==> src/hw/rtl/nsdd_pkg.sv <==
// Shared types, register codes and fixed widths of the null-symbol dip detector.
// No dependencies; the other files that use it refer to it by scoped names.
package nsdd_pkg;

  localparam int LEVEL_FRAC   = 17;
  localparam int FRAME_W      = 18;
  localparam int NULL_W       = 16;
  localparam int SHIFT_W      = 5;
  localparam int CNT_W        = 18;
  localparam int ATTEMPT_W    = 3;
  localparam int CFG_IDX_W    = 2;
  localparam int CFG_DATA_W   = 18;
  localparam int EVENT_W      = 3;
  localparam int PHASE_W      = 3;
  localparam int SUM_OUT_W    = 22;
  localparam int LEVEL_OUT_W  = 17;

  localparam logic [ATTEMPT_W-1:0] MAX_ATTEMPTS = 3'd5;

  localparam logic [FRAME_W-1:0] FRAME_RESET = 18'd196608;
  localparam logic [NULL_W-1:0]  NULL_RESET  = 16'd2656;
  localparam logic [SHIFT_W-1:0] SHIFT_RESET = 5'd17;

  typedef enum logic [CFG_IDX_W-1:0] {
    REG_FRAME = 2'd0,
    REG_NULL  = 2'd1,
    REG_SCAN  = 2'd2,
    REG_SHIFT = 2'd3
  } cfg_reg_t;

  typedef enum logic [EVENT_W-1:0] {
    EV_NONE        = 3'd0,
    EV_DIP         = 3'd1,
    EV_END         = 3'd2,
    EV_DIP_TIMEOUT = 3'd3,
    EV_END_TIMEOUT = 3'd4
  } event_t;

  typedef enum logic [4:0] {
    PH_WARM  = 5'b00001,
    PH_FILL  = 5'b00010,
    PH_DIP   = 5'b00100,
    PH_END   = 5'b01000,
    PH_FOUND = 5'b10000
  } phase_t;

  localparam logic [PHASE_W-1:0] CODE_WARM  = 3'd0;
  localparam logic [PHASE_W-1:0] CODE_FILL  = 3'd1;
  localparam logic [PHASE_W-1:0] CODE_DIP   = 3'd2;
  localparam logic [PHASE_W-1:0] CODE_END   = 3'd3;
  localparam logic [PHASE_W-1:0] CODE_FOUND = 3'd4;

  typedef struct packed {
    logic [FRAME_W-1:0] frame_length;
    logic [NULL_W-1:0]  null_length;
    logic               scan_mode;
    logic [SHIFT_W-1:0] level_shift;
  } cfg_t;

  function automatic logic [PHASE_W-1:0] phase_code(input phase_t ph);
    logic [PHASE_W-1:0] code;
    case (ph)
      PH_WARM:  code = CODE_WARM;
      PH_FILL:  code = CODE_FILL;
      PH_DIP:   code = CODE_DIP;
      PH_END:   code = CODE_END;
      PH_FOUND: code = CODE_FOUND;
      default:  code = CODE_FOUND;
    endcase
    return code;
  endfunction

endpackage

==> src/hw/rtl/nsdd_channels.sv <==
// Valid/ready channel interfaces of the null-symbol dip detector.
// Depends on nsdd_pkg for the fixed payload widths.
interface nsdd_in_if #(
  parameter int SAMPLE_WIDTH = 16
) ();
  logic                           valid;
  logic                           ready;
  logic                           opcode;
  logic signed [SAMPLE_WIDTH-1:0] sample_i;
  logic signed [SAMPLE_WIDTH-1:0] sample_q;

  modport source (output valid, output opcode, output sample_i, output sample_q,
                  input ready);
  modport sink (input valid, input opcode, input sample_i, input sample_q,
                output ready);
endinterface

interface nsdd_out_if ();
  logic                               valid;
  logic                               ready;
  logic [nsdd_pkg::EVENT_W-1:0]       event_res;
  logic                               signal_absent;
  logic [nsdd_pkg::SUM_OUT_W-1:0]     window_sum;
  logic [nsdd_pkg::LEVEL_OUT_W-1:0]   level_out;
  logic [nsdd_pkg::PHASE_W-1:0]       sync_phase;

  modport source (output valid, output event_res, output signal_absent,
                  output window_sum, output level_out, output sync_phase,
                  input ready);
  modport sink (input valid, input event_res, input signal_absent,
                input window_sum, input level_out, input sync_phase,
                output ready);
endinterface

interface nsdd_cfg_if ();
  logic                              valid;
  logic                              ready;
  logic [nsdd_pkg::CFG_IDX_W-1:0]    index;
  logic [nsdd_pkg::CFG_DATA_W-1:0]   data;

  modport source (output valid, output index, output data, input ready);
  modport sink (input valid, input index, input data, output ready);
endinterface

==> src/hw/rtl/nsdd_cell.sv <==
// One cell of the moving-window delay row: holds one L1 norm.
// No dependencies.
module nsdd_cell #(
  parameter int NORM_W = 17
) (
  input  logic              clk,
  input  logic              shift_en,
  input  logic [NORM_W-1:0] d_in,
  output logic [NORM_W-1:0] q
);

  always_ff @(posedge clk) begin
    if (shift_en) begin
      q <= d_in;
    end
  end

endmodule

==> src/hw/rtl/nsdd_norm.sv <==
// Input stage: registers the command and the L1 norm |i|+|q| of each sample beat.
// No package dependencies.
module nsdd_norm #(
  parameter int SAMPLE_WIDTH = 16
) (
  input  logic                           clk,
  input  logic                           rst,
  input  logic                           in_valid,
  output logic                           in_ready,
  input  logic                           opcode,
  input  logic signed [SAMPLE_WIDTH-1:0] sample_i,
  input  logic signed [SAMPLE_WIDTH-1:0] sample_q,
  input  logic                           down_ready,
  output logic                           s1_valid,
  output logic                           s1_rearm,
  output logic [SAMPLE_WIDTH:0]          s1_norm
);

  logic [SAMPLE_WIDTH-1:0] mag_i;
  logic [SAMPLE_WIDTH-1:0] mag_q;
  logic [SAMPLE_WIDTH:0]   norm;

  // The most negative code maps onto 2^(SAMPLE_WIDTH-1), read as unsigned.
  assign mag_i = sample_i[SAMPLE_WIDTH-1] ? (~sample_i + 1'b1) : sample_i;
  assign mag_q = sample_q[SAMPLE_WIDTH-1] ? (~sample_q + 1'b1) : sample_q;
  assign norm  = {1'b0, mag_i} + {1'b0, mag_q};

  assign in_ready = !s1_valid || down_ready;

  always_ff @(posedge clk) begin
    if (rst) begin
      s1_valid <= 1'b0;
    end else if (in_ready) begin
      s1_valid <= in_valid;
    end
  end

  always_ff @(posedge clk) begin
    if (in_valid && in_ready) begin
      s1_rearm <= opcode;
      s1_norm  <= norm;
    end
  end

endmodule

==> src/hw/rtl/nsdd_track.sv <==
// Level tracker, window sum, phase sequencer and result register.
// Depends on nsdd_pkg; takes the oldest norm from the end of the cell row.
module nsdd_track #(
  parameter int WINDOW_LENGTH = 50,
  parameter int SAMPLE_WIDTH  = 16
) (
  input  logic                                 clk,
  input  logic                                 rst,
  input  nsdd_pkg::cfg_t                       cfg,
  input  logic                                 scan_clear,
  input  logic                                 s1_valid,
  input  logic                                 s1_rearm,
  input  logic [SAMPLE_WIDTH:0]                s1_norm,
  output logic                                 s1_ready,
  input  logic [SAMPLE_WIDTH:0]                oldest,
  output logic                                 shift_en,
  output logic                                 out_valid,
  input  logic                                 out_ready,
  output logic [nsdd_pkg::EVENT_W-1:0]         event_res,
  output logic                                 signal_absent,
  output logic [nsdd_pkg::SUM_OUT_W-1:0]       window_sum,
  output logic [nsdd_pkg::LEVEL_OUT_W-1:0]     level_out,
  output logic [nsdd_pkg::PHASE_W-1:0]         sync_phase
);

  localparam int NORM_W  = SAMPLE_WIDTH + 1;
  localparam int TOTAL_W = SAMPLE_WIDTH + $clog2(WINDOW_LENGTH + 1);
  localparam int LEVEL_W = NORM_W + nsdd_pkg::LEVEL_FRAC;
  localparam int CMP_W   = LEVEL_W + $clog2(3 * WINDOW_LENGTH + 1) + 2;
  localparam logic [CMP_W-1:0] W_MULT  = CMP_W'(WINDOW_LENGTH);
  localparam logic [CMP_W-1:0] W3_MULT = CMP_W'(3 * WINDOW_LENGTH);
  localparam logic [nsdd_pkg::CNT_W-1:0] W_CNT = nsdd_pkg::CNT_W'(WINDOW_LENGTH);

  logic [LEVEL_W-1:0]               level;
  logic [LEVEL_W-1:0]               level_upd;
  logic [LEVEL_W-1:0]               level_next;
  logic [TOTAL_W-1:0]               total;
  logic [TOTAL_W-1:0]               total_upd;
  logic [TOTAL_W-1:0]               total_next;
  logic [TOTAL_W:0]                 t_sum;
  logic [TOTAL_W:0]                 t_slide;
  logic [nsdd_pkg::CNT_W-1:0]       cnt;
  logic [nsdd_pkg::CNT_W-1:0]       cnt_inc;
  logic [nsdd_pkg::CNT_W-1:0]       cnt_next;
  logic [nsdd_pkg::ATTEMPT_W-1:0]   attempt;
  logic [nsdd_pkg::ATTEMPT_W-1:0]   attempt_next;
  logic                             finished;
  logic                             finished_next;
  nsdd_pkg::phase_t                 phase;
  nsdd_pkg::phase_t                 phase_next;
  nsdd_pkg::phase_t                 tst_phase;
  nsdd_pkg::event_t                 tst_ev;
  logic                             tst_clr;
  nsdd_pkg::event_t                 ev;
  logic                             absent;
  logic                             do_fill;
  logic                             dip_go;
  logic                             end_go;
  logic                             adv;
  logic [LEVEL_W-1:0]               norm_scaled;

  assign s1_ready = !out_valid || out_ready;
  assign adv      = s1_valid && s1_ready;
  assign shift_en = adv && !s1_rearm &&
                    (phase == nsdd_pkg::PH_FILL || phase == nsdd_pkg::PH_DIP ||
                     phase == nsdd_pkg::PH_END);

  assign norm_scaled = {s1_norm, {nsdd_pkg::LEVEL_FRAC{1'b0}}};
  assign level_upd   = level - (level >> cfg.level_shift)
                       + (norm_scaled >> cfg.level_shift);

  assign t_sum     = {1'b0, total} + (TOTAL_W + 1)'(s1_norm);
  assign t_slide   = t_sum - (TOTAL_W + 1)'(oldest);
  assign total_upd = (phase == nsdd_pkg::PH_FILL) ? TOTAL_W'(t_sum) : TOTAL_W'(t_slide);
  assign cnt_inc   = cnt + 1'b1;

  // Threshold tests on the updated sum and level, in exact integers.
  assign dip_go = (CMP_W'(total_upd) << (nsdd_pkg::LEVEL_FRAC + 1)) >
                  (CMP_W'(level_upd) * W_MULT);
  assign end_go = (CMP_W'(total_upd) << (nsdd_pkg::LEVEL_FRAC + 2)) <
                  (CMP_W'(level_upd) * W3_MULT);

  always_comb begin
    if (dip_go) begin
      tst_phase = nsdd_pkg::PH_DIP;
      tst_ev    = nsdd_pkg::EV_NONE;
      tst_clr   = 1'b0;
    end else if (!end_go) begin
      tst_phase = nsdd_pkg::PH_FOUND;
      tst_ev    = nsdd_pkg::EV_END;
      tst_clr   = 1'b1;
    end else begin
      tst_phase = nsdd_pkg::PH_END;
      tst_ev    = nsdd_pkg::EV_DIP;
      tst_clr   = 1'b1;
    end
  end

  always_comb begin
    level_next    = level;
    total_next    = total;
    cnt_next      = cnt;
    phase_next    = phase;
    attempt_next  = attempt;
    finished_next = finished;
    ev            = nsdd_pkg::EV_NONE;
    absent        = 1'b0;
    do_fill       = 1'b0;

    if (s1_rearm) begin
      do_fill = 1'b1;
    end else begin
      level_next = level_upd;
      case (phase)
        nsdd_pkg::PH_WARM: begin
          cnt_next = cnt_inc;
          if (cnt_inc >= nsdd_pkg::CNT_W'(cfg.frame_length >> 1)) begin
            do_fill = 1'b1;
          end
        end
        nsdd_pkg::PH_FILL: begin
          total_next = total_upd;
          if (cnt_inc >= W_CNT) begin
            cnt_next   = '0;
            phase_next = tst_phase;
            ev         = tst_ev;
          end else begin
            cnt_next = cnt_inc;
          end
        end
        nsdd_pkg::PH_DIP: begin
          total_next = total_upd;
          if (cnt >= nsdd_pkg::CNT_W'(cfg.frame_length)) begin
            ev      = nsdd_pkg::EV_DIP_TIMEOUT;
            do_fill = 1'b1;
          end else begin
            cnt_next   = tst_clr ? '0 : cnt_inc;
            phase_next = tst_phase;
            ev         = tst_ev;
          end
        end
        nsdd_pkg::PH_END: begin
          total_next = total_upd;
          if (cnt >= nsdd_pkg::CNT_W'(cfg.null_length) + W_CNT) begin
            ev      = nsdd_pkg::EV_END_TIMEOUT;
            do_fill = 1'b1;
          end else begin
            cnt_next = cnt_inc;
            if (!end_go) begin
              phase_next = nsdd_pkg::PH_FOUND;
              ev         = nsdd_pkg::EV_END;
            end
          end
        end
        nsdd_pkg::PH_FOUND: begin
          phase_next = nsdd_pkg::PH_FOUND;
        end
        default: begin
          phase_next = nsdd_pkg::PH_FOUND;
        end
      endcase
    end

    // Restart from window fill; count an attempt while scanning.
    if (do_fill) begin
      total_next = '0;
      cnt_next   = '0;
      phase_next = nsdd_pkg::PH_FILL;
      if (cfg.scan_mode && !finished) begin
        if (attempt == nsdd_pkg::MAX_ATTEMPTS) begin
          absent        = 1'b1;
          finished_next = 1'b1;
          attempt_next  = '0;
        end else begin
          attempt_next = attempt + 1'b1;
        end
      end
    end
  end

  always_ff @(posedge clk) begin
    if (rst) begin
      level    <= '0;
      total    <= '0;
      cnt      <= '0;
      phase    <= nsdd_pkg::PH_WARM;
      attempt  <= '0;
      finished <= 1'b0;
    end else begin
      if (adv) begin
        level    <= level_next;
        total    <= total_next;
        cnt      <= cnt_next;
        phase    <= phase_next;
        attempt  <= attempt_next;
      end
      if (scan_clear) begin
        finished <= 1'b0;
      end else if (adv) begin
        finished <= finished_next;
      end
    end
  end

  always_ff @(posedge clk) begin
    if (rst) begin
      out_valid <= 1'b0;
    end else if (s1_ready) begin
      out_valid <= s1_valid;
    end
  end

  always_ff @(posedge clk) begin
    if (adv) begin
      event_res     <= ev;
      signal_absent <= absent;
      window_sum    <= nsdd_pkg::SUM_OUT_W'(total_next);
      level_out     <= nsdd_pkg::LEVEL_OUT_W'(level_next >> nsdd_pkg::LEVEL_FRAC);
      sync_phase    <= nsdd_pkg::phase_code(phase_next);
    end
  end

endmodule

==> src/hw/rtl/null_symbol_dip_detector.sv <==
// Top level of the null-symbol dip detector: config registers, input stage,
// delay row of nsdd_cell, and nsdd_track. Depends on nsdd_pkg and nsdd_channels.
//
//   channel   modport  beat payload                                        handshake
//   samples   sink     opcode, sample_i, sample_q                          valid/ready
//   results   source   event_res, signal_absent, window_sum, level_out,    valid/ready
//                      sync_phase
//   cfg       sink     index, data                                         valid/ready
//
// One beat per clock sustained while results is ready; an accepted beat lands
// in the norm register, and from there its result is loaded into the result register.
// nsdd_track closes the per-beat recurrence of level, window sum and phase; the window
// is a row of WINDOW_LENGTH cells, shifted once per non-rearm beat in fill, dip, end.
// rst is synchronous; it clears control state and restores register defaults.
// A stalled results channel holds its beat; samples still fill the input stage.
module null_symbol_dip_detector #(
  parameter int WINDOW_LENGTH = 50,
  parameter int SAMPLE_WIDTH  = 16
) (
  input  logic        clk,
  input  logic        rst,
  nsdd_in_if.sink     samples,
  nsdd_out_if.source  results,
  nsdd_cfg_if.sink    cfg
);

  localparam int NORM_W = SAMPLE_WIDTH + 1;

  nsdd_pkg::cfg_t      regs;
  logic                cfg_write;
  logic                scan_clear;
  logic                s1_valid;
  logic                s1_rearm;
  logic [NORM_W-1:0]   s1_norm;
  logic                s1_ready;
  logic                shift_en;
  logic [NORM_W-1:0]   taps [WINDOW_LENGTH+1];

  assign cfg.ready  = 1'b1;
  assign cfg_write  = cfg.valid && cfg.ready;
  assign scan_clear = cfg_write && (nsdd_pkg::cfg_reg_t'(cfg.index) == nsdd_pkg::REG_SCAN);

  always_ff @(posedge clk) begin
    if (rst) begin
      regs.frame_length <= nsdd_pkg::FRAME_RESET;
      regs.null_length  <= nsdd_pkg::NULL_RESET;
      regs.scan_mode    <= 1'b0;
      regs.level_shift  <= nsdd_pkg::SHIFT_RESET;
    end else if (cfg_write) begin
      case (nsdd_pkg::cfg_reg_t'(cfg.index))
        nsdd_pkg::REG_FRAME: regs.frame_length <= cfg.data[nsdd_pkg::FRAME_W-1:0];
        nsdd_pkg::REG_NULL:  regs.null_length  <= cfg.data[nsdd_pkg::NULL_W-1:0];
        nsdd_pkg::REG_SCAN:  regs.scan_mode    <= cfg.data[0];
        nsdd_pkg::REG_SHIFT: regs.level_shift  <= cfg.data[nsdd_pkg::SHIFT_W-1:0];
        default: regs.scan_mode <= regs.scan_mode;
      endcase
    end
  end

  nsdd_norm #(
    .SAMPLE_WIDTH (SAMPLE_WIDTH)
  ) u_norm (
    .clk        (clk),
    .rst        (rst),
    .in_valid   (samples.valid),
    .in_ready   (samples.ready),
    .opcode     (samples.opcode),
    .sample_i   (samples.sample_i),
    .sample_q   (samples.sample_q),
    .down_ready (s1_ready),
    .s1_valid   (s1_valid),
    .s1_rearm   (s1_rearm),
    .s1_norm    (s1_norm)
  );

  // Newest norm enters at the head; the tail carries the one leaving the window.
  assign taps[0] = s1_norm;

  for (genvar k = 0; k < WINDOW_LENGTH; k++) begin : g_row
    nsdd_cell #(
      .NORM_W (NORM_W)
    ) u_cell (
      .clk      (clk),
      .shift_en (shift_en),
      .d_in     (taps[k]),
      .q        (taps[k+1])
    );
  end

  nsdd_track #(
    .WINDOW_LENGTH (WINDOW_LENGTH),
    .SAMPLE_WIDTH  (SAMPLE_WIDTH)
  ) u_track (
    .clk           (clk),
    .rst           (rst),
    .cfg           (regs),
    .scan_clear    (scan_clear),
    .s1_valid      (s1_valid),
    .s1_rearm      (s1_rearm),
    .s1_norm       (s1_norm),
    .s1_ready      (s1_ready),
    .oldest        (taps[WINDOW_LENGTH]),
    .shift_en      (shift_en),
    .out_valid     (results.valid),
    .out_ready     (results.ready),
    .event_res     (results.event_res),
    .signal_absent (results.signal_absent),
    .window_sum    (results.window_sum),
    .level_out     (results.level_out),
    .sync_phase    (results.sync_phase)
  );

endmodule
==> src/flat_wrapper.sv <==
// flat-port wrapper written by rule: the top's interface ports become plain ports
module null_symbol_dip_detector_flat 
#(
  parameter int WINDOW_LENGTH = 50,
  parameter int SAMPLE_WIDTH  = 16
)
  (clk, rst, samples_valid, samples_opcode, samples_sample_i, samples_sample_q, samples_ready, results_valid, results_event_res, results_signal_absent, results_window_sum, results_level_out, results_sync_phase, results_ready, cfg_valid, cfg_index, cfg_data, cfg_ready);
  nsdd_in_if #(.SAMPLE_WIDTH(SAMPLE_WIDTH)) samples_i ();
  nsdd_out_if results_i ();
  nsdd_cfg_if cfg_i ();
  input  logic clk;
  input  logic rst;
  input wire logic [$bits(samples_i.valid)-1:0] samples_valid;
  input wire logic [$bits(samples_i.opcode)-1:0] samples_opcode;
  input wire logic [$bits(samples_i.sample_i)-1:0] samples_sample_i;
  input wire logic [$bits(samples_i.sample_q)-1:0] samples_sample_q;
  output wire logic [$bits(samples_i.ready)-1:0] samples_ready;
  output wire logic [$bits(results_i.valid)-1:0] results_valid;
  output wire logic [$bits(results_i.event_res)-1:0] results_event_res;
  output wire logic [$bits(results_i.signal_absent)-1:0] results_signal_absent;
  output wire logic [$bits(results_i.window_sum)-1:0] results_window_sum;
  output wire logic [$bits(results_i.level_out)-1:0] results_level_out;
  output wire logic [$bits(results_i.sync_phase)-1:0] results_sync_phase;
  input wire logic [$bits(results_i.ready)-1:0] results_ready;
  input wire logic [$bits(cfg_i.valid)-1:0] cfg_valid;
  input wire logic [$bits(cfg_i.index)-1:0] cfg_index;
  input wire logic [$bits(cfg_i.data)-1:0] cfg_data;
  output wire logic [$bits(cfg_i.ready)-1:0] cfg_ready;
  assign samples_i.valid = samples_valid;
  assign samples_i.opcode = samples_opcode;
  assign samples_i.sample_i = samples_sample_i;
  assign samples_i.sample_q = samples_sample_q;
  assign samples_ready = samples_i.ready;
  assign results_valid = results_i.valid;
  assign results_event_res = results_i.event_res;
  assign results_signal_absent = results_i.signal_absent;
  assign results_window_sum = results_i.window_sum;
  assign results_level_out = results_i.level_out;
  assign results_sync_phase = results_i.sync_phase;
  assign results_i.ready = results_ready;
  assign cfg_i.valid = cfg_valid;
  assign cfg_i.index = cfg_index;
  assign cfg_i.data = cfg_data;
  assign cfg_ready = cfg_i.ready;
  null_symbol_dip_detector #(.WINDOW_LENGTH(WINDOW_LENGTH), .SAMPLE_WIDTH(SAMPLE_WIDTH)) u_core (.clk(clk), .rst(rst), .samples(samples_i), .results(results_i), .cfg(cfg_i));
endmodule
==> config.mk <==
export PLATFORM = sky130hd
export DESIGN_NAME = null_symbol_dip_detector_flat
export DESIGN_NICKNAME = d
export VERILOG_FILES = /design/src/hw/rtl/nsdd_pkg.sv /design/src/hw/rtl/nsdd_channels.sv /design/src/hw/rtl/nsdd_cell.sv /design/src/hw/rtl/nsdd_norm.sv /design/src/hw/rtl/nsdd_track.sv /design/src/hw/rtl/null_symbol_dip_detector.sv /design/src/flat_wrapper.sv
export SDC_FILE = /design/constraint.sdc
export NUM_CORES = 2
export LEC_CHECK = 0
export BUFFER_PORTS_ARGS = -buffer_cell sky130_fd_sc_hd__buf_2
export CAP_MARGIN = 20
export CORE_UTILIZATION = 50
export CTS_CLUSTER_SIZE = 28
export DETAILED_ROUTE_END_ITERATION = 8
export PLACE_DENSITY = 0.66
export SYNTH_ARGS = -nofsm -noshare
export SYNTH_HDL_FRONTEND = slang
export SYNTH_HIERARCHICAL = 1
export SYNTH_SLANG_ARGS = --single-unit
==> constraint.sdc <==
create_clock -name clk -period 56 [get_ports clk]
set_input_delay 2.8 -clock clk [delete_from_list [all_inputs] [get_ports clk]]
set_output_delay 2.8 -clock clk [all_outputs]
set_load 0.1 [all_outputs]
==> impl_metrics.prom <==
# TYPE chip_impl_metric gauge
chip_impl_info{name="dominantRegCellSynth",value="sky130_fd_sc_hd__edfxtp_1"} 1
chip_impl_info{name="synth_largest_area_cell",value="sky130_fd_sc_hd__edfxtp_1"} 1
chip_impl_metric{name="synth.yosys.warnings",unit=""} 6
chip_impl_metric{name="reg2reg_slack",unit="ps"} 43150
chip_impl_info{name="critPathLaunch",value="u_core/regs[0]$_SDFFE_PP1P_"} 1
chip_impl_metric{name="max_stage_delay",unit="ps"} 880
chip_impl_metric{name="tritoncts.num_buffers",unit=""} 101
chip_impl_metric{name="drc",unit=""} 0
chip_impl_metric{name="reg2regPathDepth",unit=""} 42
chip_impl_metric{name="via_count",unit=""} 32400
chip_impl_metric{name="resized_after_cts",unit=""} 0
chip_impl_info{name="cts.root.buffer_cell",value="sky130_fd_sc_hd__clkbuf_16"} 1
chip_impl_info{name="rsz0062_at_grt",value="false"} 1
chip_impl_metric{name="drt_wl_total",unit="um"} 115000
chip_impl_metric{name="worstPathRequired",unit="ps"} 56600
chip_impl_metric{name="antennaDiodeCount",unit=""} 0
chip_impl_info{name="hold_start",value="u_core/g_row[16].u_cell/q[13]$_DFFE_PP_"} 1
chip_impl_metric{name="timing.final.setup_violations",unit=""} 0
chip_impl_metric{name="slew_headroom",unit=""} 0.251
chip_impl_metric{name="final.setup.tns",unit="ps"} 0
chip_impl_info{name="synthMostInstantiatedCell",value="sky130_fd_sc_hd__edfxtp_1"} 1
chip_impl_metric{name="post_dp_hpwl",unit="um"} 83200
chip_impl_metric{name="gp_congestion",unit=""} 0.948
chip_impl_metric{name="critical_path_peak_fanout",unit=""} 51
chip_impl_metric{name="firstDrtPassIters",unit=""} 5
chip_impl_metric{name="synthToLayoutAreaGrowth",unit="%"} 10.5
chip_impl_metric{name="period_needed",unit="ps"} 12850
chip_impl_metric{name="max_slew.worst_pin.slew",unit="ps"} 1120
chip_impl_metric{name="synth_edf_count",unit=""} 914
chip_impl_metric{name="synth_top_cell_area_share",unit=""} 0.521
chip_impl_metric{name="core_region_area",unit="mm2"} 0.104
chip_impl_info{name="worstSetupPathType",value="register to register"} 1
chip_impl_metric{name="synth_sequential_area_ratio",unit=""} 0.568
chip_impl_info{name="cp_slowest_cell",value="sky130_fd_sc_hd__o31ai_1"} 1
chip_impl_metric{name="fin_skew",unit="ps"} 48.8
chip_impl_metric{name="drtIter0Drc",unit=""} 2677
chip_impl_info{name="rr_endpoint",value="u_core/u_track/cnt[0]$_SDFFE_PP0P_"} 1
chip_impl_metric{name="initial_utilization",unit=""} 0.507
chip_impl_metric{name="cts_hold_buf",unit=""} 0
chip_impl_metric{name="die_w",unit="um"} 327
chip_impl_metric{name="cap_violations",unit=""} 0
chip_impl_metric{name="min_period_over_period",unit=""} 0.229
chip_impl_metric{name="first_global_vias",unit=""} 30700
chip_impl_metric{name="filler_cell_count",unit=""} 8594
chip_impl_metric{name="clock-sinks",unit=""} 1039
chip_impl_metric{name="syn-num-nets",unit=""} 4800
chip_impl_metric{name="clk_pin_slew_worst_paths",unit="ps"} 70
chip_impl_metric{name="synthesis.instances",unit=""} 4213
chip_impl_info{name="outcome",value="complete, no violations"} 1
chip_impl_metric{name="rows",unit=""} 118
chip_impl_metric{name="drt-vias-per-instance",unit=""} 5.56
chip_impl_metric{name="grt_overflow",unit=""} 0
chip_impl_metric{name="postSynthAreaPerCell",unit="um2"} 12.5
chip_impl_metric{name="async_flop_share",unit=""} 0
chip_impl_info{name="class_of_the_tightest_hold_or_removal_check",value="register to register"} 1
chip_impl_metric{name="port_buffers",unit=""} 105
chip_impl_metric{name="antenna_violating_nets_left",unit=""} 0
chip_impl_metric{name="maxSlewViolCount",unit=""} 0
chip_impl_metric{name="die-height",unit="um"} 327
chip_impl_info{name="worstSetupEndpointType",value="register"} 1
chip_impl_metric{name="worst_skew_pair.late_latency",unit="ps"} 700
chip_impl_metric{name="layout-drive-gt1-share",unit=""} 0.0819
chip_impl_info{name="timing.hold.worst_endpoint",value="u_core/g_row[17].u_cell/q[13]$_DFFE_PP_"} 1
chip_impl_info{name="ys_top_cells_by_count",value="sky130_fd_sc_hd__edfxtp_1 (914), sky130_fd_sc_hd__inv_1 (433), sky130_fd_sc_hd__ha_1 (405)"} 1
chip_impl_metric{name="achievable-frequency",unit="MHz"} 77.8
chip_impl_metric{name="grt_use_total",unit=""} 0.212
chip_impl_metric{name="grt_first_pass_wirelength",unit="um"} 176000
chip_impl_metric{name="holdPathStages",unit=""} 0
chip_impl_metric{name="cts_post_setup_buffers_inserted",unit=""} 0
chip_impl_metric{name="antenna_found_initial",unit=""} 10
chip_impl_metric{name="grt_max_degree",unit=""} 212
chip_impl_metric{name="critical_path_arrival",unit="ps"} 13450
chip_impl_metric{name="synthDistinctLibCells",unit=""} 94
chip_impl_metric{name="cts_max_level",unit=""} 3
chip_impl_info{name="setup.worst_path.start_class",value="register"} 1
chip_impl_metric{name="die_area",unit="mm2"} 0.107
chip_impl_metric{name="postSynthRegisterBits",unit=""} 1039
chip_impl_info{name="tritoncts",value="built"} 1
chip_impl_metric{name="route.detailed.wl_per_inst",unit="um"} 19.7
chip_impl_metric{name="io_pins",unit=""} 107
chip_impl_metric{name="syn_area",unit="mm2"} 0.0527
chip_impl_metric{name="clockBufferDepth",unit=""} 3
chip_impl_metric{name="timing_hold_violations_final",unit=""} 0
chip_impl_info{name="synth_top_cells_by_area",value="sky130_fd_sc_hd__edfxtp_1 (52%), sky130_fd_sc_hd__ha_1 (9.6%), sky130_fd_sc_hd__dfxtp_1 (4.7%)"} 1
chip_impl_info{name="r2r_start",value="u_core/regs[0]$_SDFFE_PP1P_"} 1
chip_impl_info{name="worst_path_most_repeated_cell",value="sky130_fd_sc_hd__a21oi_1"} 1
chip_impl_metric{name="design.final.nets",unit=""} 4945
## critical path: cells and delay by family, from the launching register on
family                     cells  cell delay, ps
AOI/OAI and AO/OA             22            5860
adders and majority gates      7            2600
and+or+nand+nor                5            1660
DFF                            1             320
xor gates and xnor gates       2             750
buffers and inverters          5            1300
muxes                          1             200
## metal layers
layer	global-route usage	wire, um
met1	0.324	55100
met2	0.318	50200
met3	0.0312	6680
met4	0.0540	2590
met5	0	0
## metrics by stage
stage,instance area [um2],util,cells,worst slack (ps),hold WS [ps]
2_1_floorplan,52700,-,4213,14730,400
3_3_place_gp,54900,0.528,5632,43270,400
3_5_place_dp,54900,0.528,5632,43300,405
4_1_cts,58200,0.560,5820,43250,374
5_1_grt,58200,0.560,5823,42170,388
6_report,58200,0.560,5823,43150,384
## sequential cells by signal, indices dropped and copies added (netlist names), 5 cells and up
name	count
u_core/g_row.u_cell/q	850
u_core/regs	40
u_core/u_norm/s1_norm	17
u_core/u_track/cnt	18
u_core/u_track/level	34
u_core/u_track/level_out	17
u_core/u_track/phase	5
u_core/u_track/total	22
u_core/u_track/window_sum	22
## cell usage in the layout, fill, tap and decap left out, drive strengths merged, types with 124 or more instances in the layout
cell	instances
o21ai	173
dfxtp	125
ha	405
inv	444
nor2	236
a21oi	227
edfxtp	914
clkbuf	130
fa	124
nand2	346
buf	149
## worst max-delay path by stage
stage                     depth (start not counted)  slack [ps]                                     end
after CTS                                        42       43250      u_core/u_track/cnt[0]$_SDFFE_PP0P_
after global placement                           44       43270  u_core/u_track/sync_phase[0]$_DFFE_PP_
final                                            42       43150      u_core/u_track/cnt[0]$_SDFFE_PP0P_
after detailed placement                         42       43300      u_core/u_track/cnt[0]$_SDFFE_PP0P_
after global routing                             42       42170      u_core/u_track/cnt[0]$_SDFFE_PP0P_
after floorplan                                   4       14730   u_core/u_track/total[15]$_SDFFE_PP0P_
## cells by family after synthesis
group,count (synthesis),share of synthesized area
compound gates,783,0.0966
simple gates,1016,0.0924
xor+xnor,174,0.0289
buf+inv,542,0.0392
mux,129,0.0311
flops,1039,0.568
fa+ha+maj,529,0.143
other cells,1,0.0000712
## layout make-up
cell class	count	area, um2	share of cell area
inverter	435	1630	0.0280
sequential	1039	30000	0.514
tap	1380	1730	0.0297
timing repair buffer	149	895	0.0154
multi-input combinational	2632	20700	0.355
clock inverter	58	681	0.0117
clock buffer	130	2650	0.0454
Power is left out: the tool's default activity adds up to more than one toggle a clock period on the data nets, which glitch-free logic cannot reach.
